==> src/rtl/bfr_pkg.sv <==
// ----------------------------------------------------------------------------
// bfr_pkg: shared types and constants for the block frame receiver
// Frame phases, status codes, input kinds, CRC constants and the result record.
// ----------------------------------------------------------------------------
package bfr_pkg;

  localparam logic [7:0]  LEAD_BYTE     = 8'hA5;
  localparam logic [7:0]  BAD_BYTE      = 8'hFF;
  localparam logic [15:0] CRC_POLY      = 16'h8408;
  localparam logic [15:0] CRC_INIT      = 16'hFFFF;
  localparam logic [7:0]  RBLK_MASK     = 8'hE0;
  localparam logic [7:0]  RBLK_CODE     = 8'h80;
  localparam logic [7:0]  RBLK_ERR_MASK = 8'h03;
  localparam logic [15:0] TICKS_MAX     = 16'hFFFF;
  localparam logic [15:0] TIMEOUT_RST   = 16'd500;

  typedef enum logic [1:0] {
    KIND_BYTE  = 2'd0,
    KIND_TICK  = 2'd1,
    KIND_START = 2'd2,
    KIND_NONE  = 2'd3
  } kind_t;

  typedef enum logic [2:0] {
    PH_LEAD = 3'd0,
    PH_CTRL = 3'd1,
    PH_LEN  = 3'd2,
    PH_DATA = 3'd3,
    PH_CRCL = 3'd4,
    PH_CRCH = 3'd5
  } phase_t;

  typedef enum logic [2:0] {
    ST_OK       = 3'd0,
    ST_BAD_LEAD = 3'd1,
    ST_BAD_CTRL = 3'd2,
    ST_BAD_LEN  = 3'd3,
    ST_CRC      = 3'd4,
    ST_PEER_ERR = 3'd5,
    ST_TIMEOUT  = 3'd6
  } status_t;

  typedef struct packed {
    logic       payload_valid;
    logic [7:0] payload_byte;
    logic       frame_done;
    status_t    status;
    logic [7:0] control_byte;
    logic [7:0] payload_length;
  } res_t;

endpackage

==> src/rtl/bfr_crc_byte.sv <==
// ----------------------------------------------------------------------------
// bfr_crc_byte: one-byte CRC-16/X.25 update
// Reflected polynomial, unrolled over the eight bits of one byte.
// ----------------------------------------------------------------------------
module bfr_crc_byte (
  input  logic [15:0] crc_in,
  input  logic [7:0]  data,
  output logic [15:0] crc_out
);

  always_comb begin
    logic [15:0] c;
    c = crc_in ^ {8'h00, data};
    for (int k = 0; k < 8; k++) begin
      if (c[0]) begin
        c = (c >> 1) ^ bfr_pkg::CRC_POLY;
      end else begin
        c = c >> 1;
      end
    end
    crc_out = c;
  end

endmodule

==> src/rtl/bfr_frame_fsm.sv <==
// ----------------------------------------------------------------------------
// bfr_frame_fsm: frame state and per-beat decision
// Holds the frame state, advances it by one beat and forms the result record.
// ----------------------------------------------------------------------------
module bfr_frame_fsm (
  input  logic             clk,
  input  logic             rst_n,
  input  logic             step,
  input  bfr_pkg::kind_t   kind,
  input  logic [7:0]       rx_byte,
  input  logic [15:0]      timeout_ticks,
  output logic             res_valid,
  output bfr_pkg::res_t    res
);

  logic             armed_r, armed_nxt;
  bfr_pkg::phase_t  phase_r, phase_nxt;
  logic [7:0]       frame_len_r, frame_len_nxt;
  logic [7:0]       byte_count_r, byte_count_nxt;
  logic [15:0]      crc_r, crc_nxt;
  logic [7:0]       ctrl_r, ctrl_nxt;
  logic [7:0]       crc_low_r, crc_low_nxt;
  logic [15:0]      elapsed_r, elapsed_nxt;

  logic [15:0] crc_upd;
  logic [15:0] elapsed_inc;
  logic        tick_timeout;
  logic [15:0] crc_fin;
  logic        crc_ok;
  logic        peer_err;
  logic [7:0]  byte_count_inc;

  bfr_crc_byte u_crc (
    .crc_in  (crc_r),
    .data    (rx_byte),
    .crc_out (crc_upd)
  );

  assign elapsed_inc    = (elapsed_r == bfr_pkg::TICKS_MAX) ? elapsed_r : elapsed_r + 16'd1;
  assign tick_timeout   = (elapsed_inc >= timeout_ticks);
  assign crc_fin        = ~crc_r;
  assign crc_ok         = (crc_low_r == crc_fin[7:0]) && (rx_byte == crc_fin[15:8]);
  assign peer_err       = ((ctrl_r & bfr_pkg::RBLK_MASK) == bfr_pkg::RBLK_CODE) &&
                          ((ctrl_r & bfr_pkg::RBLK_ERR_MASK) != 8'h00);
  assign byte_count_inc = byte_count_r + 8'd1;

  // Next state.
  always_comb begin
    armed_nxt      = armed_r;
    phase_nxt      = phase_r;
    frame_len_nxt  = frame_len_r;
    byte_count_nxt = byte_count_r;
    crc_nxt        = crc_r;
    ctrl_nxt       = ctrl_r;
    crc_low_nxt    = crc_low_r;
    elapsed_nxt    = elapsed_r;
    if (step) begin
      case (kind)
        bfr_pkg::KIND_START: begin
          armed_nxt      = 1'b1;
          phase_nxt      = bfr_pkg::PH_LEAD;
          frame_len_nxt  = 8'h00;
          byte_count_nxt = 8'h00;
          crc_nxt        = bfr_pkg::CRC_INIT;
          ctrl_nxt       = 8'h00;
          crc_low_nxt    = 8'h00;
          elapsed_nxt    = 16'h0000;
        end
        bfr_pkg::KIND_TICK: begin
          if (armed_r) begin
            elapsed_nxt = elapsed_inc;
            if (tick_timeout) begin
              armed_nxt = 1'b0;
            end
          end
        end
        bfr_pkg::KIND_BYTE: begin
          if (armed_r) begin
            case (phase_r)
              bfr_pkg::PH_LEAD: begin
                if (rx_byte == 8'h00) begin
                  // A zero byte while hunting counts as a poll tick.
                  elapsed_nxt = elapsed_inc;
                  if (tick_timeout) begin
                    armed_nxt = 1'b0;
                  end
                end else if (rx_byte != bfr_pkg::LEAD_BYTE) begin
                  armed_nxt = 1'b0;
                end else begin
                  crc_nxt   = crc_upd;
                  phase_nxt = bfr_pkg::PH_CTRL;
                end
              end
              bfr_pkg::PH_CTRL: begin
                if (rx_byte == bfr_pkg::BAD_BYTE) begin
                  armed_nxt = 1'b0;
                end else begin
                  ctrl_nxt  = rx_byte;
                  crc_nxt   = crc_upd;
                  phase_nxt = bfr_pkg::PH_LEN;
                end
              end
              bfr_pkg::PH_LEN: begin
                if (rx_byte == bfr_pkg::BAD_BYTE) begin
                  armed_nxt = 1'b0;
                end else begin
                  frame_len_nxt  = rx_byte;
                  crc_nxt        = crc_upd;
                  byte_count_nxt = 8'h00;
                  phase_nxt      = (rx_byte == 8'h00) ? bfr_pkg::PH_CRCL : bfr_pkg::PH_DATA;
                end
              end
              bfr_pkg::PH_DATA: begin
                crc_nxt        = crc_upd;
                byte_count_nxt = byte_count_inc;
                if (byte_count_inc >= frame_len_r) begin
                  phase_nxt = bfr_pkg::PH_CRCL;
                end
              end
              bfr_pkg::PH_CRCL: begin
                crc_low_nxt = rx_byte;
                phase_nxt   = bfr_pkg::PH_CRCH;
              end
              bfr_pkg::PH_CRCH: begin
                armed_nxt = 1'b0;
              end
              default: begin
                armed_nxt = 1'b0;
              end
            endcase
          end
        end
        default: begin
        end
      endcase
    end
  end

  // Result of the beat; control byte and length show the values held before it.
  always_comb begin
    res_valid          = 1'b0;
    res.payload_valid  = 1'b0;
    res.payload_byte   = 8'h00;
    res.frame_done     = 1'b0;
    res.status         = bfr_pkg::ST_OK;
    res.control_byte   = ctrl_r;
    res.payload_length = frame_len_r;
    if (armed_r) begin
      case (kind)
        bfr_pkg::KIND_TICK: begin
          if (tick_timeout) begin
            res_valid      = 1'b1;
            res.frame_done = 1'b1;
            res.status     = bfr_pkg::ST_TIMEOUT;
          end
        end
        bfr_pkg::KIND_BYTE: begin
          case (phase_r)
            bfr_pkg::PH_LEAD: begin
              if (rx_byte == 8'h00) begin
                if (tick_timeout) begin
                  res_valid      = 1'b1;
                  res.frame_done = 1'b1;
                  res.status     = bfr_pkg::ST_TIMEOUT;
                end
              end else if (rx_byte != bfr_pkg::LEAD_BYTE) begin
                res_valid      = 1'b1;
                res.frame_done = 1'b1;
                res.status     = bfr_pkg::ST_BAD_LEAD;
              end
            end
            bfr_pkg::PH_CTRL: begin
              if (rx_byte == bfr_pkg::BAD_BYTE) begin
                res_valid      = 1'b1;
                res.frame_done = 1'b1;
                res.status     = bfr_pkg::ST_BAD_CTRL;
              end
            end
            bfr_pkg::PH_LEN: begin
              if (rx_byte == bfr_pkg::BAD_BYTE) begin
                res_valid      = 1'b1;
                res.frame_done = 1'b1;
                res.status     = bfr_pkg::ST_BAD_LEN;
              end
            end
            bfr_pkg::PH_DATA: begin
              res_valid         = 1'b1;
              res.payload_valid = 1'b1;
              res.payload_byte  = rx_byte;
            end
            bfr_pkg::PH_CRCH: begin
              res_valid      = 1'b1;
              res.frame_done = 1'b1;
              if (!crc_ok) begin
                res.status = bfr_pkg::ST_CRC;
              end else if (peer_err) begin
                res.status = bfr_pkg::ST_PEER_ERR;
              end else begin
                res.status = bfr_pkg::ST_OK;
              end
            end
            default: begin
            end
          endcase
        end
        default: begin
        end
      endcase
    end
  end

  always_ff @(posedge clk) begin
    if (!rst_n) begin
      armed_r      <= 1'b0;
      phase_r      <= bfr_pkg::PH_LEAD;
      frame_len_r  <= 8'h00;
      byte_count_r <= 8'h00;
      crc_r        <= bfr_pkg::CRC_INIT;
      ctrl_r       <= 8'h00;
      crc_low_r    <= 8'h00;
      elapsed_r    <= 16'h0000;
    end else begin
      armed_r      <= armed_nxt;
      phase_r      <= phase_nxt;
      frame_len_r  <= frame_len_nxt;
      byte_count_r <= byte_count_nxt;
      crc_r        <= crc_nxt;
      ctrl_r       <= ctrl_nxt;
      crc_low_r    <= crc_low_nxt;
      elapsed_r    <= elapsed_nxt;
    end
  end

endmodule

==> src/rtl/block_frame_receiver_crc16_top.sv <==
// ----------------------------------------------------------------------------
// block_frame_receiver_crc16_top: block frame receiver with CRC-16/X.25 check
// Input beat register, frame state machine and result register.
// ----------------------------------------------------------------------------
// Order: a beat is held in the input register, and its result, if any, in the result register.
// Throughput: one beat per cycle; the input register takes a new beat
// whenever its current one moves on, which needs the result register free.
// Reset: rst_n (synchronous, active low) disarms the receiver, empties both
// registers and sets timeout_ticks to 500.
module block_frame_receiver_crc16_top (
  input  logic        clk,
  input  logic        rst_n,
  input  logic        in_valid,
  output logic        in_ready,
  input  logic [1:0]  in_kind,
  input  logic [7:0]  in_rx_byte,
  output logic        out_valid,
  input  logic        out_ready,
  output logic        out_payload_valid,
  output logic [7:0]  out_payload_byte,
  output logic        out_frame_done,
  output logic [2:0]  out_status,
  output logic [7:0]  out_control_byte,
  output logic [7:0]  out_payload_length,
  input  logic        cfg_wr_en,
  input  logic [15:0] cfg_wr_data
);

  logic [15:0]    timeout_r;
  logic           item_vld_r;
  bfr_pkg::kind_t item_kind_r;
  logic [7:0]     item_byte_r;
  logic           out_vld_r;
  bfr_pkg::res_t  out_r;

  logic           proc_fire;
  logic           res_valid;
  bfr_pkg::res_t  res;

  assign proc_fire = item_vld_r && (!out_vld_r || out_ready);
  assign in_ready  = !item_vld_r || proc_fire;

  bfr_frame_fsm u_fsm (
    .clk           (clk),
    .rst_n         (rst_n),
    .step          (proc_fire),
    .kind          (item_kind_r),
    .rx_byte       (item_byte_r),
    .timeout_ticks (timeout_r),
    .res_valid     (res_valid),
    .res           (res)
  );

  always_ff @(posedge clk) begin
    if (!rst_n) begin
      timeout_r <= bfr_pkg::TIMEOUT_RST;
    end else if (cfg_wr_en) begin
      timeout_r <= cfg_wr_data;
    end
  end

  always_ff @(posedge clk) begin
    if (!rst_n) begin
      item_vld_r <= 1'b0;
    end else if (in_ready) begin
      item_vld_r <= in_valid;
    end
  end

  always_ff @(posedge clk) begin
    if (in_valid && in_ready) begin
      item_kind_r <= bfr_pkg::kind_t'(in_kind);
      item_byte_r <= in_rx_byte;
    end
  end

  always_ff @(posedge clk) begin
    if (!rst_n) begin
      out_vld_r <= 1'b0;
    end else if (proc_fire && res_valid) begin
      out_vld_r <= 1'b1;
    end else if (out_ready) begin
      out_vld_r <= 1'b0;
    end
  end

  always_ff @(posedge clk) begin
    if (proc_fire && res_valid) begin
      out_r <= res;
    end
  end

  assign out_valid          = out_vld_r;
  assign out_payload_valid  = out_r.payload_valid;
  assign out_payload_byte   = out_r.payload_byte;
  assign out_frame_done     = out_r.frame_done;
  assign out_status         = out_r.status;
  assign out_control_byte   = out_r.control_byte;
  assign out_payload_length = out_r.payload_length;

  // A held beat that cannot move on stays in the input register.
  a_item_held: assert property (@(posedge clk) disable iff (!rst_n)
    item_vld_r && !proc_fire |=> item_vld_r)
    else $error("input beat lost while stalled");

  // A result that is not taken is still there on the next cycle.
  a_result_held: assert property (@(posedge clk) disable iff (!rst_n)
    out_vld_r && !out_ready |=> out_vld_r)
    else $error("result dropped before it was taken");

  a_done_no_payload: assert property (@(posedge clk) disable iff (!rst_n)
    out_vld_r && out_frame_done |-> !out_payload_valid)
    else $error("end of frame flagged together with a payload byte");

  a_status_only_at_end: assert property (@(posedge clk) disable iff (!rst_n)
    out_vld_r && !out_frame_done |-> out_status == bfr_pkg::ST_OK)
    else $error("nonzero status on a payload result");

endmodule

==> config.mk <==
export PLATFORM = sky130hd
export DESIGN_NAME = block_frame_receiver_crc16_top
export DESIGN_NICKNAME = d
export VERILOG_FILES = /design/src/rtl/bfr_pkg.sv /design/src/rtl/bfr_crc_byte.sv /design/src/rtl/bfr_frame_fsm.sv /design/src/rtl/block_frame_receiver_crc16_top.sv
export SDC_FILE = /design/constraint.sdc
export NUM_CORES = 1
export LEC_CHECK = 0
export CORE_MARGIN = 2
export CORE_UTILIZATION = 65
export CTS_CLUSTER_SIZE = 10
export DETAILED_ROUTE_END_ITERATION = 16
export DONT_BUFFER_PORTS = 1
export GPL_TIMING_DRIVEN = 0
export HOLD_SLACK_MARGIN = 0.12
export PLACE_DENSITY_LB_ADDON = 0.3
export SLEW_MARGIN = 20
export SYNTH_ARGS = -nofsm -noshare
export SYNTH_HDL_FRONTEND = slang
export SYNTH_HIERARCHICAL = 1
export SYNTH_SLANG_ARGS = --single-unit
==> constraint.sdc <==
create_clock -name clk -period 10.57 [get_ports clk]
set_input_delay 1.057 -clock clk [delete_from_list [all_inputs] [get_ports clk]]
set_output_delay 1.057 -clock clk [all_outputs]
set_load 0.1 [all_outputs]
Yosys cells after proc, flatten, opt, wreduce, memory -nomap -nowiden
Index checks and enable logic that the tools add are counted.
- register bits after elaboration: 125
- logic and storage cells: 162
- add/subtract/negate cells: 2
- $lt $le $gt $ge: 2
- equal/unequal tests: 30
- mux-type cells: 70
- bitwise logic cells: 10
- reductions and logical operators: 29
- operator list (cell ; count):
    $mux 16 ; 17
    $pmux 16 s3 ; 2
    $pmux 8 s2 ; 5
    $mux 8 ; 9
    $pmux 16 s2 ; 1
    $mux 3 ; 9
    $not 2->3 ; 8
    $mux 4 ; 5
    $ne 3x3->1 const B ; 6
    $add 16x1->16 const B ; 1
    $eq 16x16->1 const B ; 1
    $eq 8x8->1 ; 2
    $ge 16x16->1 ; 1
    $not 16->16 ; 1
    $pmux 4 s4 ; 1
    $xor 16x8->16 ; 1
    $pmux 3 s5 ; 1
    $reduce_and 5->1 ; 3
    $mux 1 ; 13
    $ne 2x2->1 const B ; 5
    $eq 3x3->1 const B ; 3
    $mux 9 ; 1
    $pmux 1 s3 ; 3
    $reduce_and 9->1 ; 1
    other kinds (30) ; 43

Logic depth before layout (Yosys ltp)
- word-level depth: 22
- mapped depth: 16
- depth with buffers taken out: 15

By module
The synthesis kept the hierarchy.
- by module, submodules not included (module ; times used ; cells an instance ; area each (µm²) ; sequential area each (µm²)):
    bfr_frame_fsm ; 1 ; 556 ; 4593.2 ; 1361.3
    block_frame_receiver_crc16_top ; 1 ; 104 ; 1875.5 ; 1531.5
    bfr_crc_byte ; 1 ; 25 ; 380.4 ; 0.0

Least setup slack after synthesis
No wires, ideal clock.
- kind: reg-to-reg
- start: register u_fsm.elapsed_r[0]
- end: register out_r (netlist bit out_control_byte[0]) (enable)
- library setup time: 0.415 ns
- data arrival time: 4.261 ns
- data required time: 10.155 ns
- setup slack: 5.894 ns
- cell stages (with the launch flop): 16
- period minus slack after synthesis: 4.676 ns
- path through: dfxtp_1 ha_1 nand3_1 nor3_2 a21oi_1 nand4_1 xnor2_1 ha_1 nand4_1 or4_1 a221oi_1 a2111o_1 nand2_1 o21ai_0 nand2_1 nor2_1
- longest elaborated chain between the ends: 9
- elaborated cells on any way between the ends: 10
- ends and longest elaborated chain (element ; line ; text):
    start: declaration ; bfr_frame_fsm.sv:23 ; logic [15:0] elapsed_r, elapsed_nxt;
    start signal: assignment ; bfr_frame_fsm.sv:230 ; elapsed_r <= elapsed_nxt;
    $add 16x1->16 or $eq 16x16->1 (tied branches) ; bfr_frame_fsm.sv:39 ; assign elapsed_inc = (elapsed_r == bfr_pkg::TICKS_MAX) ? elapsed_r : elapsed_r + 16'd1;
    $mux 16 (*) ; bfr_frame_fsm.sv:39 ;
    $ge 16x16->1 (*) ; bfr_frame_fsm.sv:40 ; assign tick_timeout = (elapsed_inc >= timeout_ticks);
    $mux 1 (*) ; bfr_frame_fsm.sv:151, bfr_frame_fsm.sv:161 ;
    $mux 1 ; bfr_frame_fsm.sv:160 ; if (rx_byte == 8'h00) begin
    $pmux 1 s3 ; bfr_frame_fsm.sv:158 ; case (phase_r)
    $pmux 1 s2 (*) ; bfr_frame_fsm.sv:149 ; case (kind)
    $mux 1 (*) ; bfr_frame_fsm.sv:148 ; if (armed_r) begin
    named net res_valid ; block_frame_receiver_crc16_top.sv:37 ; logic res_valid;
    $logic_and 1x1->1 (*) ; block_frame_receiver_crc16_top.sv:88 ; if (proc_fire && res_valid) begin
    end signal: assignment ; block_frame_receiver_crc16_top.sv:89 ; out_r <= res;
    end: declaration ; block_frame_receiver_crc16_top.sv:34 ; bfr_pkg::res_t out_r;
The timed path passes the listed nets; every way through them passes the cells marked *.
A chain may end at the register's enable or synchronous reset.

Worst setup path after layout
- start: register u_fsm.elapsed_r[0]
- end: register out_r (netlist bit out_payload_length[5]) (enable)
The elaborated chain is that of the path after synthesis.

==> metrics.txt <==
# TYPE chip_impl_metric gauge
chip_impl_info{name="outcome",value="completed"} 1
chip_impl_metric{name="num-nets-final",unit=""} 762
chip_impl_metric{name="grt_pass1_wl",unit="um"} 25300
chip_impl_metric{name="ys_ff_latch",unit=""} 125
chip_impl_metric{name="vias",unit=""} 5178
chip_impl_metric{name="final_period_minus_worst_setup_slack",unit="ns"} 4.88
chip_impl_metric{name="finalWirelength",unit="um"} 15600
chip_impl_info{name="holdCritPathClass",value="register to register"} 1
chip_impl_metric{name="fp.dieArea",unit="um2"} 11400
chip_impl_metric{name="routedWlPerCell",unit="um"} 18.2
chip_impl_metric{name="final_hold_viol_count",unit=""} 0
chip_impl_metric{name="synth.cell_area",unit="um2"} 6850
chip_impl_metric{name="dr.first_iter.drc_count",unit=""} 394
chip_impl_metric{name="synth_edf_count",unit=""} 39
chip_impl_metric{name="cts.clk_slew.worst_paths",unit="ns"} 0.06
chip_impl_metric{name="core_area",unit="um2"} 10300
chip_impl_metric{name="cts_made_buffers",unit=""} 17
chip_impl_info{name="timing.critical_path.to",value="out_payload_length[5]"} 1
chip_impl_metric{name="worstPathRequired",unit="ns"} 10.71
chip_impl_metric{name="cellLeakagePower",unit="nW"} 3.05
chip_impl_metric{name="grt.overflow.total",unit=""} 0
chip_impl_metric{name="detailedPlacementHpwl",unit="um"} 11300
chip_impl_metric{name="syn-instance-count",unit=""} 685
chip_impl_metric{name="cts_hold_buffers",unit=""} 0
chip_impl_metric{name="viasPerCell",unit=""} 6.06
chip_impl_metric{name="grt_max_degree",unit=""} 30
chip_impl_metric{name="boundaryPins",unit=""} 62
chip_impl_metric{name="synth.yosys.seq_area_share",unit="%"} 42.2
chip_impl_info{name="cpMaxStageDelayCell",value="sky130_fd_sc_hd__nor2_4"} 1
chip_impl_metric{name="area_used_by_multi_input_combinational_logic",unit="um2"} 3690
chip_impl_metric{name="setup_ws",unit="ns"} 5.69
chip_impl_info{name="tritoncts_clock_tree",value="done"} 1
chip_impl_metric{name="syn_avg_cell_area",unit="um2"} 10.0
chip_impl_metric{name="power.ir.vdd_worst",unit="mV"} 0.0929
chip_impl_info{name="worstSetupStartpointType",value="register"} 1
chip_impl_metric{name="cts_setup_buffers",unit=""} 0
chip_impl_info{name="grt_setup_unrepaired",value="false"} 1
chip_impl_metric{name="area_growth",unit="%"} 10.6
chip_impl_metric{name="first_global_vias",unit=""} 5126
chip_impl_metric{name="register_area",unit="um2"} 2890
chip_impl_info{name="synth-main-ff-cell",value="sky130_fd_sc_hd__dfxtp_1"} 1
chip_impl_metric{name="maxClockFrequency",unit="MHz"} 205
chip_impl_metric{name="setup_viol",unit=""} 0
chip_impl_metric{name="ctsLongestPathBuffers",unit=""} 2
chip_impl_metric{name="h_tree_lvls",unit=""} 4
chip_impl_metric{name="critical_path.max_fanout",unit=""} 29
chip_impl_metric{name="detail_route.drc_violations",unit=""} 0
chip_impl_metric{name="cellPowerDensity",unit="nW/um2"} 148
chip_impl_metric{name="nFillCells",unit=""} 724
chip_impl_info{name="critical_path.cell_chain",value="ha_1 -> nand3_1 -> nor3_2 -> a21oi_1 -> nand4_1 -> xnor2_1 -> ha_1 -> nand4_1 -> or4_1 -> a221oi_1 -> a2111o_1 -> nand2_1 -> o21ai_0 -> nand2_1 -> nor2_4"} 1
chip_impl_metric{name="num_antenna_cells",unit=""} 0
chip_impl_metric{name="synth_async_sr_flop_share",unit="%"} 0
chip_impl_metric{name="r2r_cells",unit=""} 15
chip_impl_metric{name="finalWeightedCongestion",unit=""} 0.926
chip_impl_metric{name="tightestPinTransition",unit="ns"} 1.00
chip_impl_metric{name="std_cell_rows",unit=""} 37
chip_impl_metric{name="track_usage",unit="%"} 28.5
chip_impl_metric{name="period_share",unit="%"} 46.2
chip_impl_metric{name="clkLatencyLatePin",unit="ns"} 0.52
chip_impl_metric{name="drt_pre_antenna_iters",unit=""} 5
chip_impl_info{name="critical_path.endpoint_type",value="register"} 1
chip_impl_metric{name="setup_tns",unit="ns"} 0
chip_impl_metric{name="final_worst_clock_skew",unit="ns"} 0.0143
chip_impl_metric{name="port-buffer-count",unit=""} 0
chip_impl_metric{name="floorplan.initialDensity",unit="%"} 66.6
chip_impl_metric{name="clock_sink_count",unit=""} 125
chip_impl_info{name="capturing_point_of_the_worst_reg2reg_path",value="out_payload_length[5]"} 1
chip_impl_info{name="criticalPathCategory",value="register to register"} 1
chip_impl_metric{name="final_layout_size_suffix_gt1_share",unit="%"} 8.50
chip_impl_metric{name="yosysUniqueCellTypes",unit=""} 71
chip_impl_info{name="cts.root.buffer_cell",value="sky130_fd_sc_hd__clkbuf_8"} 1
chip_impl_metric{name="postCtsResizedCells",unit=""} 0
chip_impl_metric{name="critPathArrivalTime",unit="ns"} 5.02
chip_impl_info{name="timing.rr.start",value="u_fsm/elapsed_r[0]"} 1
chip_impl_metric{name="reg2reg_setup_slack",unit="ns"} 5.69
chip_impl_metric{name="x_dimension_of_the_die",unit="um"} 107
chip_impl_metric{name="slew-limit-headroom",unit="%"} 32.9
chip_impl_metric{name="max-cap-violations",unit=""} 0
chip_impl_metric{name="post-place-ws",unit="ns"} 5.84
chip_impl_metric{name="mappedNetlistNets",unit=""} 742
chip_impl_metric{name="drv_slew",unit=""} 0
chip_impl_metric{name="detail-route-antenna-nets",unit=""} 0
chip_impl_metric{name="grt_antenna_before_repair",unit=""} 0
chip_impl_metric{name="die_y",unit="um"} 107
chip_impl_metric{name="ys_warn_count",unit=""} 6
chip_impl_metric{name="timing.critical_path.slowest_cell_delay",unit="ns"} 0.65
chip_impl_info{name="crit_start",value="u_fsm/elapsed_r[0]"} 1
## worst min path at each step
stage                               start                   to  slack [ns]  cells after the start
after floorplan           u_fsm/ctrl_r[2]  out_control_byte[2]        0.41                      0
after global placement    u_fsm/ctrl_r[3]  out_control_byte[3]        0.42                      0
after detailed placement  u_fsm/ctrl_r[2]  out_control_byte[2]        0.42                      0
after CTS                 u_fsm/ctrl_r[2]  out_control_byte[2]        0.44                      0
after global routing      u_fsm/ctrl_r[2]  out_control_byte[2]        0.45                      0
final                     u_fsm/ctrl_r[4]  out_control_byte[4]        0.43                      0
## placed cells by master, fill, tap and decap left out, types with 5 or more instances in the layout
cell | synthesis | final
sky130_fd_sc_hd__dfxtp_1 | 86 | 86
sky130_fd_sc_hd__nand2_1 | 66 | 66
sky130_fd_sc_hd__mux2i_1 | 58 | 58
sky130_fd_sc_hd__nor2b_1 | 45 | 45
sky130_fd_sc_hd__edfxtp_1 | 39 | 39
sky130_fd_sc_hd__nor2_1 | 36 | 35
sky130_fd_sc_hd__inv_1 | 27 | 27
sky130_fd_sc_hd__xor2_1 | 26 | 26
sky130_fd_sc_hd__ha_1 | 26 | 26
sky130_fd_sc_hd__a21oi_1 | 25 | 25
sky130_fd_sc_hd__clkbuf_1 | 20 | 24
sky130_fd_sc_hd__and2_1 | 21 | 21
sky130_fd_sc_hd__or3_1 | 19 | 19
sky130_fd_sc_hd__a31oi_1 | 18 | 18
sky130_fd_sc_hd__xnor2_1 | 17 | 17
sky130_fd_sc_hd__o21ai_0 | 16 | 16
sky130_fd_sc_hd__clkbuf_16 | 0 | 16
sky130_fd_sc_hd__nand4_1 | 12 | 12
sky130_fd_sc_hd__nand3_1 | 11 | 11
sky130_fd_sc_hd__nand2b_1 | 9 | 9
sky130_fd_sc_hd__nor3_1 | 5 | 5
sky130_fd_sc_hd__o211ai_1 | 5 | 5
sky130_fd_sc_hd__xnor3_1 | 5 | 5
## critical path: cells and delay by family (launching register included)
family / cells / cell delay (ns)
AND/OR/NAND/NOR: 8 / 2.12
AO/OA/AOI/OAI: 4 / 1.25
adder cells (fa/ha/maj): 2 / 0.57
flip-flops: 1 / 0.35
XOR/XNOR: 1 / 0.19
## metrics by stage
stage / instances / hold WS, ns / utilization (%) / power (mW) / area, um2
4_1_cts: 854 / 0.435 / 73.7 / 1.12 / 7580
6_report: 854 / 0.432 / 73.7 / 1.12 / 7580
2_1_floorplan: 685 / 0.408 / - / 0.576 / 6850
5_1_grt: 854 / 0.450 / 73.7 / 1.15 / 7580
3_3_place_gp: 821 / 0.418 / 68.3 / 0.590 / 7020
3_5_place_dp: 822 / 0.422 / 68.4 / 0.592 / 7030
## power by group
group          total [mW]  internal, mW  switching [mW]
sequential          0.517         0.502          0.0149
clock               0.534         0.337           0.197
combinational      0.0674        0.0314          0.0360
total                1.12         0.870           0.248
## layout make-up
type,instances,area share (%)
sequential,125,38.2
clock buffer,22,5.85
inverter,27,1.34
tap,136,2.25
clock inverter,10,1.30
multi-input combinational,504,48.7
buffer,29,2.28
timing repair buffer,1,0.0991
## state kept, by name (all words and copies together) (netlist names)
signal / cells
u_fsm/crc_r: 16
out_frame_done: 1
out_status: 3
item_kind_r: 2
u_fsm/byte_count_r: 8
out_payload_byte: 8
u_fsm/ctrl_r: 8
out_payload_valid: 1
out_payload_length: 8
u_fsm/phase_r: 3
item_vld_r: 1
u_fsm/elapsed_r: 16
item_byte_r: 8
timeout_r: 16
out_control_byte: 8
u_fsm/armed_r: 1
out_valid: 1
u_fsm/crc_low_r: 8
u_fsm/frame_len_r: 8
## Yosys cell counts (all sizes together) (5+ instances only)
cell type	n	area, um2
a21oi	25	125
a31oi	18	113
and2	22	140
buf	9	97.6
clkbuf	20	75.1
dfxtp	86	1720
edfxtp	39	1170
ha	26	325
inv	27	101
mux2i	58	581
nand2	66	248
nand2b	9	56.3
nand3	11	55.1
nand4	12	75.1
nor2	37	141
nor2b	45	282
nor3	8	61.3
o211ai	5	37.5
o21ai	20	108
or3	19	119
xnor2	21	214
xnor3	5	113
xor2	26	228
## cells by family (layout without fill, tap and decap cells)
logic type,Yosys count,after routing,synth area share [%]
and+or+nand+nor,252,252,19.8
DFF,125,125,42.2
AOI/OAI and AO/OA,110,110,10.8
muxes,60,60,8.81
xor gates and xnor gates,56,56,9.59
buffers and inverters,56,89,4.00
adders and majority gates,26,26,4.75
## layer usage
layer	part of all wire [%]	up-vias	wire [um]	GRT usage (%)
met3	7.0	33	1090	6.69
met5	0	-	0	0
met1	43	2426	6740	36.7
met4	2.6	0	397	13.0
li1	-	2475	-	-
met2	47	244	7320	45.7
Power figures use the tool's default switching activity.
